$ cat config.mk
export PLATFORM = sky130hd
export DESIGN_NAME = battery_charge_interpolator_unit
export DESIGN_NICKNAME = d
export VERILOG_FILES = /design/src/sv/bci_pkg.sv /design/src/sv/battery_charge_interpolator_unit.sv
export SDC_FILE = /design/constraint.sdc
export NUM_CORES = 1
export LEC_CHECK = 0
export BUFFER_PORTS_ARGS = -buffer_cell sky130_fd_sc_hd__buf_2
export CAP_MARGIN = 10
export CORE_ASPECT_RATIO = 0.75
export CORE_MARGIN = 4
export CORE_UTILIZATION = 47
export DETAILED_ROUTE_END_ITERATION = 12
export PLACE_DENSITY = 0.76
export SLEW_MARGIN = 20
export SYNTH_ARGS = -nofsm -noshare
export SYNTH_HDL_FRONTEND = slang
export SYNTH_SLANG_ARGS = --single-unit
export TNS_END_PERCENT = 50
$ cat constraint.sdc
create_clock -name clk_i -period 4.7 [get_ports clk_i]
set_input_delay 0.705 -clock clk_i [delete_from_list [all_inputs] [get_ports clk_i]]
set_output_delay 0.705 -clock clk_i [all_outputs]
set_load 0.02 [all_outputs]
$ cat src/sv/bci_pkg.sv
package bci_pkg;

  localparam int unsigned NumPoints = 8;
  localparam int unsigned NumKinds  = 4;

  localparam int unsigned MvW      = 12;
  localparam int unsigned ChW      = 8;
  localparam int unsigned KindW    = 2;
  localparam int unsigned ProdW    = MvW + ChW;
  localparam int unsigned RowSelW  = (NumKinds > 1) ? $clog2(NumKinds) : 1;

  // Edges from the accepting edge to the edge that takes the result: ROM read,
  // segment select, multiply, one divider stage per quotient bit, final stage.
  localparam int unsigned PipeLatency = ChW + 4;

  typedef logic [MvW-1:0]   mv_t;
  typedef logic [ChW-1:0]   charge_t;
  typedef logic [KindW-1:0] kind_t;
  typedef logic [ProdW-1:0] prod_t;

  typedef mv_t     mv_row_t     [NumPoints];
  typedef charge_t charge_row_t [NumPoints];

  // Breakpoint voltages in millivolts, one row for each battery type.
  localparam mv_row_t BpMv [NumKinds] = '{
    '{12'd2800, 12'd3000, 12'd3100, 12'd3150, 12'd3250, 12'd3300, 12'd3400, 12'd3600},
    '{12'd2800, 12'd3000, 12'd3100, 12'd3150, 12'd3250, 12'd3300, 12'd3400, 12'd3600},
    '{12'd2800, 12'd3000, 12'd3100, 12'd3150, 12'd3250, 12'd3300, 12'd3400, 12'd3600},
    '{12'd2800, 12'd3000, 12'd3100, 12'd3150, 12'd3250, 12'd3300, 12'd3400, 12'd3600}
  };

  // Charge levels at the breakpoints above.
  localparam charge_row_t BpCharge [NumKinds] = '{
    '{8'd0, 8'd25, 8'd50, 8'd96,  8'd160, 8'd200, 8'd225, 8'd255},
    '{8'd0, 8'd25, 8'd50, 8'd100, 8'd150, 8'd200, 8'd225, 8'd255},
    '{8'd0, 8'd25, 8'd50, 8'd100, 8'd150, 8'd200, 8'd225, 8'd255},
    '{8'd0, 8'd25, 8'd50, 8'd100, 8'd150, 8'd200, 8'd225, 8'd255}
  };

endpackage

$ cat src/sv/battery_charge_interpolator_unit.sv
// Battery charge interpolator.
// A voltage beat is accepted on a rising edge with start_i high and busy_o low.
// busy_o stays low: the block takes one voltage every clock cycle.
// The charge level appears on charge_level_o with valid_o high for exactly one
// cycle, from the register of the final stage; results leave in the order the
// voltages came in. Throughput is one beat per cycle.
// The path is a fixed pipeline: a registered read of the breakpoint row ROM,
// segment select, one 8x12 multiply, eight restoring divider stages of one
// quotient bit each, and a final rounding and saturation stage. The receiver
// cannot stall, so nothing is ever held back.
// cfg_we_i writes cfg_wdata_i into the battery type register on the same edge;
// change it only while no beat is in flight. A type beyond the table uses row 0.
// Reset clears the type register to 0 and drops every beat in flight; no
// clearing pass is needed since the ROM holds constants.
module battery_charge_interpolator_unit (
  input  logic                 clk_i,
  input  logic                 rst_ni,
  input  logic                 start_i,
  output logic                 busy_o,
  input  bci_pkg::mv_t         voltage_mv_i,
  input  logic                 cfg_we_i,
  input  bci_pkg::kind_t       cfg_wdata_i,
  output logic                 valid_o,
  output bci_pkg::charge_t     charge_level_o
);

  localparam int unsigned Stages = bci_pkg::ChW;

  logic accept;
  bci_pkg::kind_t battery_kind_q;
  logic [bci_pkg::RowSelW-1:0] row_sel;

  // Stage 1: ROM read.
  logic                  vld_s1_q;
  bci_pkg::mv_t          v_s1_q;
  bci_pkg::mv_row_t      row_mv_q;
  bci_pkg::charge_row_t  row_ch_q;

  // Stage 1 to 2 logic.
  logic                  hit;
  bci_pkg::mv_t          vlo, vhi;
  bci_pkg::charge_t      clo, chi;
  logic                  force_d, neg_d;
  bci_pkg::charge_t      base_d, mag_d;
  bci_pkg::mv_t          dv_d, den_d;

  // Stage 2: segment chosen.
  logic                  vld_s2_q;
  logic                  force_s2_q, neg_s2_q;
  bci_pkg::charge_t      base_s2_q, mag_s2_q;
  bci_pkg::mv_t          dv_s2_q, den_s2_q;

  // Divider stages; entry 0 holds the product.
  logic [Stages:0]       vld_st_q, neg_st_q, force_st_q;
  bci_pkg::prod_t        rem_st_q  [Stages+1];
  bci_pkg::charge_t      quo_st_q  [Stages+1];
  bci_pkg::mv_t          den_st_q  [Stages+1];
  bci_pkg::charge_t      base_st_q [Stages+1];
  bci_pkg::prod_t        rem_st_d  [Stages];
  bci_pkg::charge_t      quo_st_d  [Stages];

  // Final stage.
  logic signed [bci_pkg::ChW+1:0] sum;
  bci_pkg::charge_t      result_d;
  logic                  valid_q;
  bci_pkg::charge_t      charge_level_q;

  assign busy_o = 1'b0;
  assign accept = start_i && !busy_o;

  always_ff @(posedge clk_i or negedge rst_ni) begin
    if (!rst_ni) begin
      battery_kind_q <= '0;
    end else if (cfg_we_i) begin
      battery_kind_q <= cfg_wdata_i;
    end
  end

  assign row_sel = (32'(battery_kind_q) < bci_pkg::NumKinds) ?
                   bci_pkg::RowSelW'(battery_kind_q) : '0;

  always_ff @(posedge clk_i) begin
    if (accept) begin
      row_mv_q <= bci_pkg::BpMv[row_sel];
      row_ch_q <= bci_pkg::BpCharge[row_sel];
      v_s1_q   <= voltage_mv_i;
    end
  end

  // The lowest segment that holds the voltage wins, so scan from the top.
  always_comb begin
    hit = 1'b0;
    vlo = row_mv_q[0];
    vhi = row_mv_q[0];
    clo = row_ch_q[0];
    chi = row_ch_q[0];
    for (int i = bci_pkg::NumPoints - 2; i >= 0; i--) begin
      if (v_s1_q >= row_mv_q[i] && v_s1_q <= row_mv_q[i+1]) begin
        hit = 1'b1;
        vlo = row_mv_q[i];
        vhi = row_mv_q[i+1];
        clo = row_ch_q[i];
        chi = row_ch_q[i+1];
      end
    end
    dv_d  = v_s1_q - vlo;
    den_d = vhi - vlo;
    neg_d = chi < clo;
    mag_d = neg_d ? (clo - chi) : (chi - clo);
    force_d = 1'b1;
    base_d  = clo;
    if (v_s1_q <= row_mv_q[0]) begin
      base_d = '0;
    end else if (v_s1_q >= row_mv_q[bci_pkg::NumPoints-1]) begin
      base_d = '1;
    end else if (!hit) begin
      base_d = '0;
    end else if (vhi > vlo) begin
      force_d = 1'b0;
    end
  end

  always_ff @(posedge clk_i) begin
    force_s2_q <= force_d;
    neg_s2_q   <= neg_d;
    base_s2_q  <= base_d;
    mag_s2_q   <= mag_d;
    dv_s2_q    <= dv_d;
    den_s2_q   <= den_d;
  end

  // The voltage never leaves its segment, so the quotient fits in eight bits.
  always_comb begin
    for (int s = 0; s < Stages; s++) begin
      bci_pkg::prod_t sh;
      sh = bci_pkg::prod_t'(den_st_q[s]) << (Stages - 1 - s);
      if (rem_st_q[s] >= sh) begin
        rem_st_d[s] = rem_st_q[s] - sh;
        quo_st_d[s] = {quo_st_q[s][bci_pkg::ChW-2:0], 1'b1};
      end else begin
        rem_st_d[s] = rem_st_q[s];
        quo_st_d[s] = {quo_st_q[s][bci_pkg::ChW-2:0], 1'b0};
      end
    end
  end

  always_ff @(posedge clk_i) begin
    rem_st_q[0]   <= bci_pkg::prod_t'(mag_s2_q) * bci_pkg::prod_t'(dv_s2_q);
    quo_st_q[0]   <= '0;
    den_st_q[0]   <= den_s2_q;
    base_st_q[0]  <= base_s2_q;
    neg_st_q[0]   <= neg_s2_q;
    force_st_q[0] <= force_s2_q;
    for (int s = 0; s < Stages; s++) begin
      rem_st_q[s+1]   <= rem_st_d[s];
      quo_st_q[s+1]   <= quo_st_d[s];
      den_st_q[s+1]   <= den_st_q[s];
      base_st_q[s+1]  <= base_st_q[s];
      neg_st_q[s+1]   <= neg_st_q[s];
      force_st_q[s+1] <= force_st_q[s];
    end
  end

  // A negative slope rounds toward minus infinity: one more when a remainder is left.
  always_comb begin
    if (neg_st_q[Stages]) begin
      sum = $signed({2'b00, base_st_q[Stages]}) - $signed({2'b00, quo_st_q[Stages]})
            - $signed({{(bci_pkg::ChW+1){1'b0}}, (rem_st_q[Stages] != '0)});
    end else begin
      sum = $signed({2'b00, base_st_q[Stages]}) + $signed({2'b00, quo_st_q[Stages]});
    end
    if (force_st_q[Stages]) begin
      result_d = base_st_q[Stages];
    end else if (sum < 0) begin
      result_d = '0;
    end else if (sum > $signed({2'b00, {bci_pkg::ChW{1'b1}}})) begin
      result_d = '1;
    end else begin
      result_d = sum[bci_pkg::ChW-1:0];
    end
  end

  always_ff @(posedge clk_i) begin
    charge_level_q <= result_d;
  end

  always_ff @(posedge clk_i or negedge rst_ni) begin
    if (!rst_ni) begin
      vld_s1_q <= 1'b0;
      vld_s2_q <= 1'b0;
      vld_st_q <= '0;
      valid_q  <= 1'b0;
    end else begin
      vld_s1_q <= accept;
      vld_s2_q <= vld_s1_q;
      vld_st_q <= {vld_st_q[Stages-1:0], vld_s2_q};
      valid_q  <= vld_st_q[Stages];
    end
  end

  assign valid_o        = valid_q;
  assign charge_level_o = charge_level_q;

endmodule

* Word level (Yosys, flattened, before mapping) *
Memories as Yosys holds them, arrays and structs flattened.
Index checks and enable logic that the tools add are counted.

cells by class
  $add $sub $neg = 15
  multiply operators = 1
  magnitude comparators = 29
  mux-type cells = 65
  bitwise gates (word level) = 2
  reductions and logical operators = 9

operators with widths
  operator                                 number
  binary-select mux 96 bit (select 2 bit)  1
  2-to-1 mux 96 bit                        2
  2-to-1 mux 12 bit                        14
  2-to-1 mux 20 bit                        8
  2-to-1 mux 8 bit                         20
  binary-select mux 64 bit (select 2 bit)  1
  2-to-1 mux 64 bit                        2
  >= comparator 12 bit                     8
  <= comparator 12 bit                     8
  subtractor 12 bit                        2
  >= comparator 20 x 12 -> 1 bit           1
  >= comparator 20 x 13 -> 1 bit           1
  >= comparator 20 x 14 -> 1 bit           1
  >= comparator 20 x 15 -> 1 bit           1
  >= comparator 20 x 16 -> 1 bit           1
  >= comparator 20 x 17 -> 1 bit           1
  >= comparator 20 x 18 -> 1 bit           1
  >= comparator 20 x 19 -> 1 bit           1
  multiplier 8 x 12 -> 20 bit              1
  nonzero test 20 bit                      1
  subtractor 20 x 12 -> 20 bit             1
  subtractor 20 x 13 -> 20 bit             1
  subtractor 20 x 14 -> 20 bit             1
  subtractor 20 x 15 -> 20 bit             1
  other kinds (19)                         41

storage, ports and cells
  bits in registers = 254
  RAM bits = 432
  input port bits = 18
  output and inout port bits = 10
  word-level logic and storage cells = 156
  memories kept = 4

memories
  memory     words  bits a word  read ports  clocked after Yosys merged registers in  wr ports  line                                    text
  rem_st_q   9      20           9           0                                        9         battery_charge_interpolator_unit.sv:55  bci_pkg::prod_t rem_st_q [Stages+1];
  den_st_q   9      12           8           0                                        9         battery_charge_interpolator_unit.sv:57  bci_pkg::mv_t den_st_q [Stages+1];
  base_st_q  9      8            9           0                                        9         battery_charge_interpolator_unit.sv:58  bci_pkg::charge_t base_st_q [Stages+1];
  quo_st_q   9      8            9           0                                        9         battery_charge_interpolator_unit.sv:56  bci_pkg::charge_t quo_st_q [Stages+1];

* Logic depth before layout (Yosys ltp) *
Gate-level depths: netlist (run 1).

  word-level depth = 11
  gate-level depth with buffers = 22
  mapped depth without buffers = 19

* Worst setup path after synthesis (run 1) *
OpenSTA, ideal clock, no wires.

  path kind = register -> register
  start point = reg mag_s2_q[7]
  end point = mem rem_st_q[0][18] (netlist name)
  setup time = 72 ps
  arrival = 4558 ps
  required time = 4628 ps
  setup slack = 70 ps
  cell stages (with the launch flop) = 17
  buffers on the path = 1
  clock period less this slack = 4630 ps
  path through = dfxtp_1 clkbuf_1 nand2_1 fa_1 fa_1 fa_1 fa_1 inv_1 ha_1 and3_1 a221o_1 nand2b_1 a31oi_1 o211a_1 o21bai_1 a21oi_1 xnor2_1

RTL lines
  item                      line                                     text
  start: declaration        battery_charge_interpolator_unit.sv:50   bci_pkg::charge_t base_s2_q, mag_s2_q;
  start signal: assignment  battery_charge_interpolator_unit.sv:127  mag_s2_q <= mag_d;
  end: declaration          battery_charge_interpolator_unit.sv:55

==> flow_metrics.env, run 1 <==
export IMPL_outcome="completed"
export IMPL_die_y_um=196
export IMPL_synth_top_cell_area_share_pct=40.0
export IMPL_crit_slowest_cell="fa_1"
export IMPL_syn_cell_area_mm2=0.0222
export IMPL_fp_coreArea_mm2=0.0464
export IMPL_rows=68
export IMPL_slew_viol_final=0
export IMPL_synthTopCellsByArea="dfxtp_1 (40%), ha_1 (10%), fa_1 (6.7%)"
export IMPL_critPathCaptureType="flip-flop"
export IMPL_synth_area_leader_cell="dfxtp_1"
export IMPL_max_cap_viol_count=0
export IMPL_synth_fp_nets=2502
export IMPL_netlist_top_cells_count="dfxtp_1 (443), inv_1 (249), ha_1 (180), nand2_1 (165), nor2_1 (121)"
export IMPL_multi_input_area_mm2=0.0115
export IMPL_fmax_mhz=221
export IMPL_worstSetupStartpointType="flip-flop"
export IMPL_min_path_type="in -> async"
export IMPL_cts_hold_buf=0
export IMPL_final_cells=2981
export IMPL_ff_latch_area_mm2=0.00967
export IMPL_clock_latency_ps=550
export IMPL_worstSetupPathType="reg -> reg"
export IMPL_finalCriticalPeriod_ps=4530
export IMPL_slew_headroom_pct=47.4
export IMPL_start_util_pct=47.8
export IMPL_drive_gt1_share_pct=11.7
export IMPL_port_buffer_count=26
export IMPL_clockBufferDepth=3
export IMPL_drc=0
export IMPL_arrival_ps=4940
export IMPL_yosys_warnings=0
export IMPL_timing_final_crit_share_pct=96.4
export IMPL_cts_sinks=471
export IMPL_clkTransAtPathRegs_ps=60
export IMPL_drtPass1Iterations=5
export IMPL_die_area_mm2=0.0508
export IMPL_antenna_found_initial=0
export IMPL_ys_flop_type="dfxtp_1"
export IMPL_grt_first_pass_wirelength_um=79800
export IMPL_fin_nets=2595
export IMPL_hold_viol_final=0
export IMPL_tightest_slew_ps=790
export IMPL_grt_max_degree=25
export IMPL_drt_initial_drc_count=1061
export IMPL_viasPerCell=5.31
export IMPL_cts_buffers=42
export IMPL_grt_usage_pct=19.0
export IMPL_placed_cell_area_mm2=0.0233
export IMPL_synth_async_reset_ratio_pct=2.97
export IMPL_place_hpwl_um=37600
export IMPL_placedCellCount=2888
export IMPL_max_stage_delay_ps=530
export IMPL_syn_avg_cell_area_um2=9.95
export IMPL_io_pins=28
export IMPL_vias=15825
export IMPL_skew_ps=19.0
export IMPL_synth_edff_count=14
export IMPL_synth_seq_area_share_pct=43.5
export IMPL_ys_seq_elements=471
export IMPL_holdWs_ps=53.4
export IMPL_synth_cell_types=97
export IMPL_synth_most_common_cell="dfxtp_1"
export IMPL_routabilityCongestion=0.901
export IMPL_cts_root_buf="clkbuf_16"
export IMPL_routed_wl_um=49100
export IMPL_synth_cells=2230
export IMPL_wl_per_cell_um=16.5
export IMPL_ant_nets=0
export IMPL_gr_total_overflow=0
export IMPL_required_ps=5110
export IMPL_fill_cells=3986
export IMPL_die_w_um=259
export IMPL_grt_pass1_vias=15807
export IMPL_worstPathMaxFanout=8
export IMPL_htree_num_levels=2
export IMPL_finalInstanceArea_mm2=0.0250
export IMPL_setup_violations=0
export IMPL_antenna_cells=0
export IMPL_area_growth_pct=12.7
export IMPL_cts_tree="done"
export IMPL_crit_chain="buf_4 > and2_4 > fa_1 > inv_1 > fa_1 > inv_1 > fa_1 > inv_1 > fa_1 > inv_1 > ha_4 > o21a_1 > o21a_1 > o31ai_4 > a21oi_2 > a211o_1 > a21oi_2 > xnor2_1"
cell usage in the layout, fill, tap and decap left out, types with 29 or more instances in the layout:
| master | count |
|---|---|
| o21ai_0 | 88 |
| buf_4 | 71 |
| xor2_1 | 45 |
| nand3_1 | 30 |
| o21a_1 | 35 |
| and2_1 | 72 |
| nor2_1 | 121 |
| nor3_1 | 41 |
| a21o_1 | 29 |
| fa_1 | 72 |
| dfxtp_1 | 432 |
| a21oi_1 | 100 |
| inv_1 | 245 |
| nand2_1 | 165 |
| ha_1 | 175 |
| xnor2_1 | 74 |
| clkbuf_16 | 42 |
logic make-up after synthesis:
group / after synthesis / synth area share [%]
buf+inv: 305 / 5.43
xor+xnor: 119 / 4.70
simple gates: 611 / 14.4
flops: 471 / 43.5
mux: 49 / 2.37
other cells: 1 / 0.0169
compound gates: 420 / 12.8
fa+ha+maj: 254 / 16.8
stage by stage:
stage | worst slack, ps | setup TNS [ps] | utilization (%)
after detailed placement | -246 | -580 | 50.2
after global routing | -8.14 | -8.14 | 53.9
after global placement | -87.2 | -191 | 50.2
after CTS | 9.17 | 0 | 53.2
final | 167 | 0 | 53.9
after floorplan | 70.1 | 0 | -
layout make-up:
type	count	share of cell area, %
clock inverters	16	0.901
flip-flops and latches	471	38.7
repair buffers	101	2.81
multi-input cells	1454	46.0
inverters	253	3.80
well taps	630	3.15
clock buffers	56	4.62
path summary, 6_finish.rpt:
kind / endpoint / slack, ps / startpoint / depth (start not counted)
worst max-delay path: rem_st_q[0][19] / 170 / mag_s2_q[6] / 18
worst min-delay path: vld_s1_q / 50 / rst_ni / 1
worst max register to register: rem_st_q[0][19] / 170 / mag_s2_q[6] / 18
worst min register to register: quo_st_q[8][6] / 330 / quo_st_q[7][5] / 0
max in group asynchronous: vld_st_q[7] / 4400 / rst_ni / 1
min in group clk_i: quo_st_q[8][6] / 330 / quo_st_q[7][5] / 0
per-layer routing:
layer	part of all wire, %	wire (um)	vias to the layer above	track usage (%)
li1	-	-	7754	-
met1	46	22700	7508	26.2
met2	45	22300	471	31.0
met3	5.8	2860	92	3.21
met4	2.5	1240	0	5.11
met5	0	0	-	0
critical path, delay by kind of cell, from the launching register on:
kind | cells | cell delay (ps)
flops | 1 | 340
buf+inv | 5 | 380
fa+ha+maj | 5 | 2320
compound gates | 6 | 1100
simple gates | 1 | 160
xor+xnor | 1 | 90
state kept, by name, indices dropped and copies added (netlist names), 2 cells and up:
signal and cells:
mag_s2_q 8, neg_st_q 9, dv_s2_q 12, battery_kind_q 2, quo_st_q 36, rem_st_q 180, den_s2_q 11, base_st_q 72
v_s1_q 12, charge_level_o 8, force_st_q 9, row_ch_q 2, den_st_q 88, vld_st_q 9, base_s2_q 8
timing repair:
item                                    CTS  global route
hold endpoints to repair                  0             0
endpoints found under the setup margin    5             9
gates resized for setup                   9            38
pin swaps                                 1            26
buffers inserted                          0            20
Power of run 1 is left out: the tool's default activity adds up to more than one toggle a clock period on the data nets, which glitch-free logic cannot reach.
==> run 2, diff against run 1 <==
Settings changed: ABC_AREA from default to 1.
==> flow_metrics.env, run 2 <==
export IMPL_post_cts_setup_buffers=0
export IMPL_syn_cell_area_mm2=0.0228
export IMPL_die_y_um=199
export IMPL_synth_most_common_cell="nand2_1"
export IMPL_worstPathMaxFanout=8
export IMPL_yosys_warnings=0
export IMPL_cts_root_buf="clkbuf_16"
export IMPL_required_ps=5130
export IMPL_syn_avg_cell_area_um2=8.42
export IMPL_synth_top_cell_area_share_pct=38.9
export IMPL_cts_buffers=44
export IMPL_synth_async_reset_ratio_pct=2.97
export IMPL_routed_wl_um=50500
export IMPL_area_growth_pct=10.1
export IMPL_ys_flop_type="dfxtp_1"
export IMPL_ys_seq_elements=471
export IMPL_ant_nets=0
export IMPL_viasPerCell=5.09
export IMPL_drtPass1Iterations=6
export IMPL_slew_viol_final=0
export IMPL_synth_cell_types=59
export IMPL_place_hpwl_um=39900
export IMPL_synth_fp_nets=2979
export IMPL_max_stage_delay_ps=560
export IMPL_hold_viol_final=0
export IMPL_finalCriticalPeriod_ps=4430
export IMPL_top_register="rem_st_q"
export IMPL_grt_max_degree=26
export IMPL_vias=17344
export IMPL_rsz0062_at_grt="true"
export IMPL_die_area_mm2=0.0521
export IMPL_placedCellCount=3325
export IMPL_arrival_ps=4870
export IMPL_outcome="completed"
export IMPL_cts_sinks=471
export IMPL_synthTopCellsByArea="dfxtp_1 (39%), ha_1 (9.9%), nand2_1 (9.3%)"
export IMPL_gr_total_overflow=0
export IMPL_timing_final_crit_share_pct=94.3
export IMPL_clock_latency_ps=550
export IMPL_final_cells=3405
export IMPL_synth_seq_area_share_pct=42.3
export IMPL_min_path_type="in -> async"
export IMPL_drt_initial_drc_count=1367
export IMPL_netlist_top_cells_count="nand2_1 (563), inv_1 (452), dfxtp_1 (443), ha_1 (180), a21oi_1 (162)"
export IMPL_tightest_slew_ps=932
export IMPL_io_pins=28
export IMPL_htree_num_levels=2
export IMPL_synth_edff_count=14
export IMPL_routabilityCongestion=0.931
export IMPL_critPathCaptureType="flip-flop"
export IMPL_worstSetupStartpointType="flip-flop"
export IMPL_start_util_pct=47.8
export IMPL_synth_area_leader_cell="dfxtp_1"
export IMPL_path_common_cell="fa_1"
export IMPL_max_cap_viol_count=0
export IMPL_skew_ps=19.4
export IMPL_largest_reg_flops=180
export IMPL_reg_top3="rem_st_q (180), den_st_q (88), base_st_q (72)"
export IMPL_wl_per_cell_um=14.8
export IMPL_synth_cells=2707
export IMPL_worstSetupPathType="reg -> reg"
export IMPL_setup_violations=0
export IMPL_layout_commonest_cell="nand2_1"
export IMPL_crit_chain="nand2_1 > fa_1 > fa_1 > fa_1 > fa_1 > inv_1 > ha_1 > inv_1 > o21bai_1 > a21oi_1 > o21ai_0 > a21boi_1 > o21ai_0 > xor2_1"
export IMPL_port_buffer_count=26
export IMPL_fmax_mhz=226
export IMPL_clkTransAtPathRegs_ps=60
export IMPL_grt_usage_pct=19.3
export IMPL_slew_headroom_pct=37.7
export IMPL_cts_tree="done"
export IMPL_grt_first_pass_wirelength_um=83500
export IMPL_rows=69
export IMPL_drc=0
export IMPL_most_common_layout_cells="nand2_1 (563), inv_1 (452), dfxtp_1 (435), ha_1 (180), a21oi_1 (162)"
export IMPL_crit_slowest_cell="fa_1"
export IMPL_die_w_um=262
export IMPL_antenna_cells=0
export IMPL_drive_gt1_share_pct=7.52
export IMPL_clockBufferDepth=3
export IMPL_fp_coreArea_mm2=0.0477
export IMPL_antenna_found_initial=0
export IMPL_grt_pass1_vias=16883
export IMPL_fin_nets=3004
[run 2: cell count changes after synthesis, moves of 19 or more]
| cell | change |
|---|---|
| a21oi_1 | +59 |
| and2_1 | -75 |
| inv_1 | +203 |
| mux2_2 | -26 |
| mux2i_1 | -21 |
| nand2_1 | +398 |
| nand2b_1 | -25 |
| nand3_1 | +60 |
| nor2b_1 | -28 |
| nor3_1 | -19 |
| o21a_1 | -28 |
| o21ai_0 | +26 |
| xnor2_1 | -22 |
| xor2_1 | +28 |
[run 2: logic make-up (layout without fill, tap and decap cells)]
| family | count (synthesis) | count (layout) | synth area share (%) |
|---|---|---|---|
| simple gates | 920 | 920 | 17.1 |
| buf+inv | 521 | 580 | 8.83 |
| flops | 471 | 471 | 42.3 |
| compound gates | 413 | 413 | 10.5 |
| mux | 2 | 2 | 0.0988 |
| fa+ha+maj | 254 | 254 | 16.4 |
| other cells | 1 | 1 | 0.0165 |
| xor+xnor | 125 | 125 | 4.80 |
[run 2: repair_timing]
item                                    CTS  global route
hold buffers                              0             0
resized for setup                         1            11
endpoints found under the hold margin     0             0
endpoints found under the setup margin    1             7
pin swaps                                 0             0
[run 2: critical path: cells and delay by family (launching register included)]
kind | cells | cell delay [ps]
xor+xnor | 1 | 150
flops | 1 | 510
fa+ha+maj | 5 | 2400
buf+inv | 2 | 150
compound gates | 5 | 970
simple gates | 1 | 130
[run 2: worst paths after layout]
check                                 start               to  slack (ps)  cells after the start
max in group asynchronous            rst_ni         vld_s1_q        4430                      1
setup / recovery                 dv_s2_q[3]  rem_st_q[0][14]         270                     14
min in group clk_i         base_st_q[2][14]  base_st_q[3][6]         310                      0
hold reg to reg            base_st_q[2][14]  base_st_q[3][6]         310                      0
hold / removal                       rst_ni          valid_o          30                      1
setup reg to reg                 dv_s2_q[3]  rem_st_q[0][14]         270                     14
[run 2: through the flow]
step / hold WS (ps) / TNS, ps / worst slack, ps / utilization, % / area (um2)
final: 26.4 / 0 / 266 / 52.7 / 25100
after global routing: 31.0 / -68.6 / -68.6 / 52.7 / 25100
after CTS: 11.8 / 0 / 25.1 / 52.6 / 25100
after detailed placement: 312 / -1.10 / -1.10 / 49.3 / 23500
after global placement: 310 / 0 / 222 / 49.3 / 23500
after floorplan: 310 / 0 / 457 / - / 22800
[run 2: per-layer routing]
| layer | up-vias | part of all wire, % | track usage [%] | wire (um) |
|---|---|---|---|---|
| met3 | 100 | 6.4 | 3.36 | 3230 |
| met5 | - | 0 | 0 | 0 |
| li1 | 8646 | - | - | - |
| met2 | 532 | 44 | 31.3 | 22200 |
| met1 | 8066 | 46 | 26.5 | 23400 |
| met4 | 0 | 3.1 | 6.17 | 1580 |
[run 2: layout make-up]
type	instances	area [um2]
sequential	471	9650
clock buffer	62	1350
tap	639	800
clock inverter	18	236
fill	4300	22600
timing repair buffer	27	138
multi-input combinational	1715	11100
inverter	473	1780
Power of run 2 is left out for the same reason.
==> run 3, diff against run 2 <==
Settings changed: GPL_ROUTABILITY_DRIVEN from default to 0, PLACE_DENSITY 0.76 to 0.73.
Clock period 4.7 ns to 5.4 ns, I/O delays scaled along.
==> flow_metrics.env, run 3 (same netlist as run 2, synthesis figures left out) <==
export IMPL_ant_nets=0
export IMPL_vias=17444
export IMPL_routed_wl_um=50100
export IMPL_grt_pass1_vias=17324
export IMPL_outcome="completed"
export IMPL_multi_input_area_mm2=0.0111
export IMPL_critPathCaptureType="flip-flop"
export IMPL_port_buffer_count=26
export IMPL_drtPass1Iterations=8
export IMPL_cts_tree="done"
export IMPL_cts_sinks=471
export IMPL_fin_tns_setup_ps=0
export IMPL_reg2reg_slack_ps=750
export IMPL_reg2reg_from="mag_s2_q[7]"
export IMPL_htree_num_levels=2
export IMPL_skew_ps=21.5
export IMPL_antenna_found_initial=0
export IMPL_max_cap_viol_count=0
export IMPL_wl_per_cell_um=14.7
export IMPL_gr_total_overflow=0
export IMPL_die_y_um=199
export IMPL_worstPathMaxFanout=12
export IMPL_placed_cell_area_mm2=0.0235
export IMPL_grt_first_pass_wirelength_um=83800
export IMPL_fill_cells=4338
export IMPL_grt_max_degree=26
export IMPL_pre_cts_slack_ps=855
export IMPL_reg_top3="rem_st_q (180), den_st_q (88), base_st_q (72)"
export IMPL_finalInstanceArea_mm2=0.0248
export IMPL_area_growth_pct=8.92
export IMPL_setup_violations=0
export IMPL_drc=0
export IMPL_worstSetupStartpointType="flip-flop"
export IMPL_die_w_um=262
export IMPL_worstRegToRegCells=16
export IMPL_die_area_mm2=0.0521
export IMPL_cts_buffers=41
export IMPL_fp_coreArea_mm2=0.0477
export IMPL_rows=69
export IMPL_slew_viol_final=0
export IMPL_grt_usage_pct=19.2
export IMPL_rsz0062_at_grt="false"
export IMPL_fmax_mhz=215
export IMPL_place_hpwl_um=39400
export IMPL_final_cells=3397
export IMPL_antenna_cells=0
export IMPL_largest_reg_flops=180
export IMPL_finalCriticalPeriod_ps=4650
export IMPL_start_util_pct=47.8
export IMPL_placedCellCount=3324
export IMPL_clkTransAtPathRegs_ps=70
export IMPL_cts_root_buf="clkbuf_16"
export IMPL_cts_hold_buf=0
export IMPL_drive_gt1_share_pct=6.71
export IMPL_post_cts_setup_buffers=0
export IMPL_viasPerCell=5.14
export IMPL_clockBufferDepth=3
export IMPL_most_common_layout_cells="nand2_1 (563), inv_1 (452), dfxtp_1 (443), ha_1 (180), a21oi_1 (162)"
export IMPL_tightest_slew_ps=1030
export IMPL_cts_resized=0
export IMPL_drt_initial_drc_count=1476
export IMPL_required_ps=5880
export IMPL_ff_latch_area_mm2=0.00964
export IMPL_arrival_ps=5130
export IMPL_fin_nets=3000
export IMPL_hold_viol_final=0
export IMPL_r2r_end="rem_st_q[0][18]"
export IMPL_clock_latency_ps=550
export IMPL_layout_commonest_cell="nand2_1"
export IMPL_io_pins=28
export IMPL_min_path_type="in -> async"
export IMPL_top_register="rem_st_q"
export IMPL_slew_headroom_pct=31.0
export IMPL_timing_final_crit_share_pct=86.1
export IMPL_worst_slack_ps=750
export IMPL_worstSetupPathType="reg -> reg"
[run 3: cell types whose count changed in the layout (fill, tap and decap cells not counted), moves of 2 or more]
cell	before	now
bufinv_16	5	2
clkbuf_1	3	9
clkbuf_16	47	41
clkbuf_8	12	8
clkinv_2	9	5
dfxtp_1	435	443
dfxtp_2	8	0
inv_6	0	2
o21ai_0	112	114
[run 3: stage by stage]
| step | hold slack, ps | utilization (%) |
|---|---|---|
| global route | 139 | 52.1 |
| finish | 136 | 52.1 |
| CTS | 121 | 52.1 |
| detailed placement | 312 | 49.3 |
| floorplan | 310 | - |
| global placement | 311 | 49.3 |
[run 3: worst max-delay path by stage]
stage	start	end
after global placement	mag_s2_q[7]	rem_st_q[0][19]
after floorplan	mag_s2_q[7]	rem_st_q[0][17]
after global routing	mag_s2_q[5]	rem_st_q[0][17]
final	mag_s2_q[7]	rem_st_q[0][18]
after detailed placement	mag_s2_q[6]	rem_st_q[0][14]
after CTS	mag_s2_q[6]	rem_st_q[0][14]
[run 3: area by class of cell]
cell class,count,share of cell area (%)
clock inverter,15,0.685
inverter,473,7.15
multi-input combinational,1715,44.9
timing repair buffer,26,0.524
clock buffer,58,4.71
tap,639,3.22
sequential,471,38.8
[run 3: critical path, stage by stage (launching register included)]
cell	delay (ps)
dfxtp_1	590
nand2_1	150
fa_1	560
inv_1	60
fa_1	530
inv_1	60
fa_1	500
fa_1	540
inv_1	40
ha_1	340
nand2_1	80
nor2_1	140
nand4_1	90
o21ai_0	430
a21oi_1	130
o21bai_1	190
xor2_1	150
[run 3: per-layer routing]
layer / wire length (um) / up-vias / GRT usage (%)
met1: 22900 / 8037 / 25.8
met5: 0 / - / 0
met3: 3390 / 110 / 3.18
met2: 22200 / 644 / 31.7
li1: - / 8653 / -
met4: 1580 / 0 / 6.50
Power of run 3 is left out for the same reason.
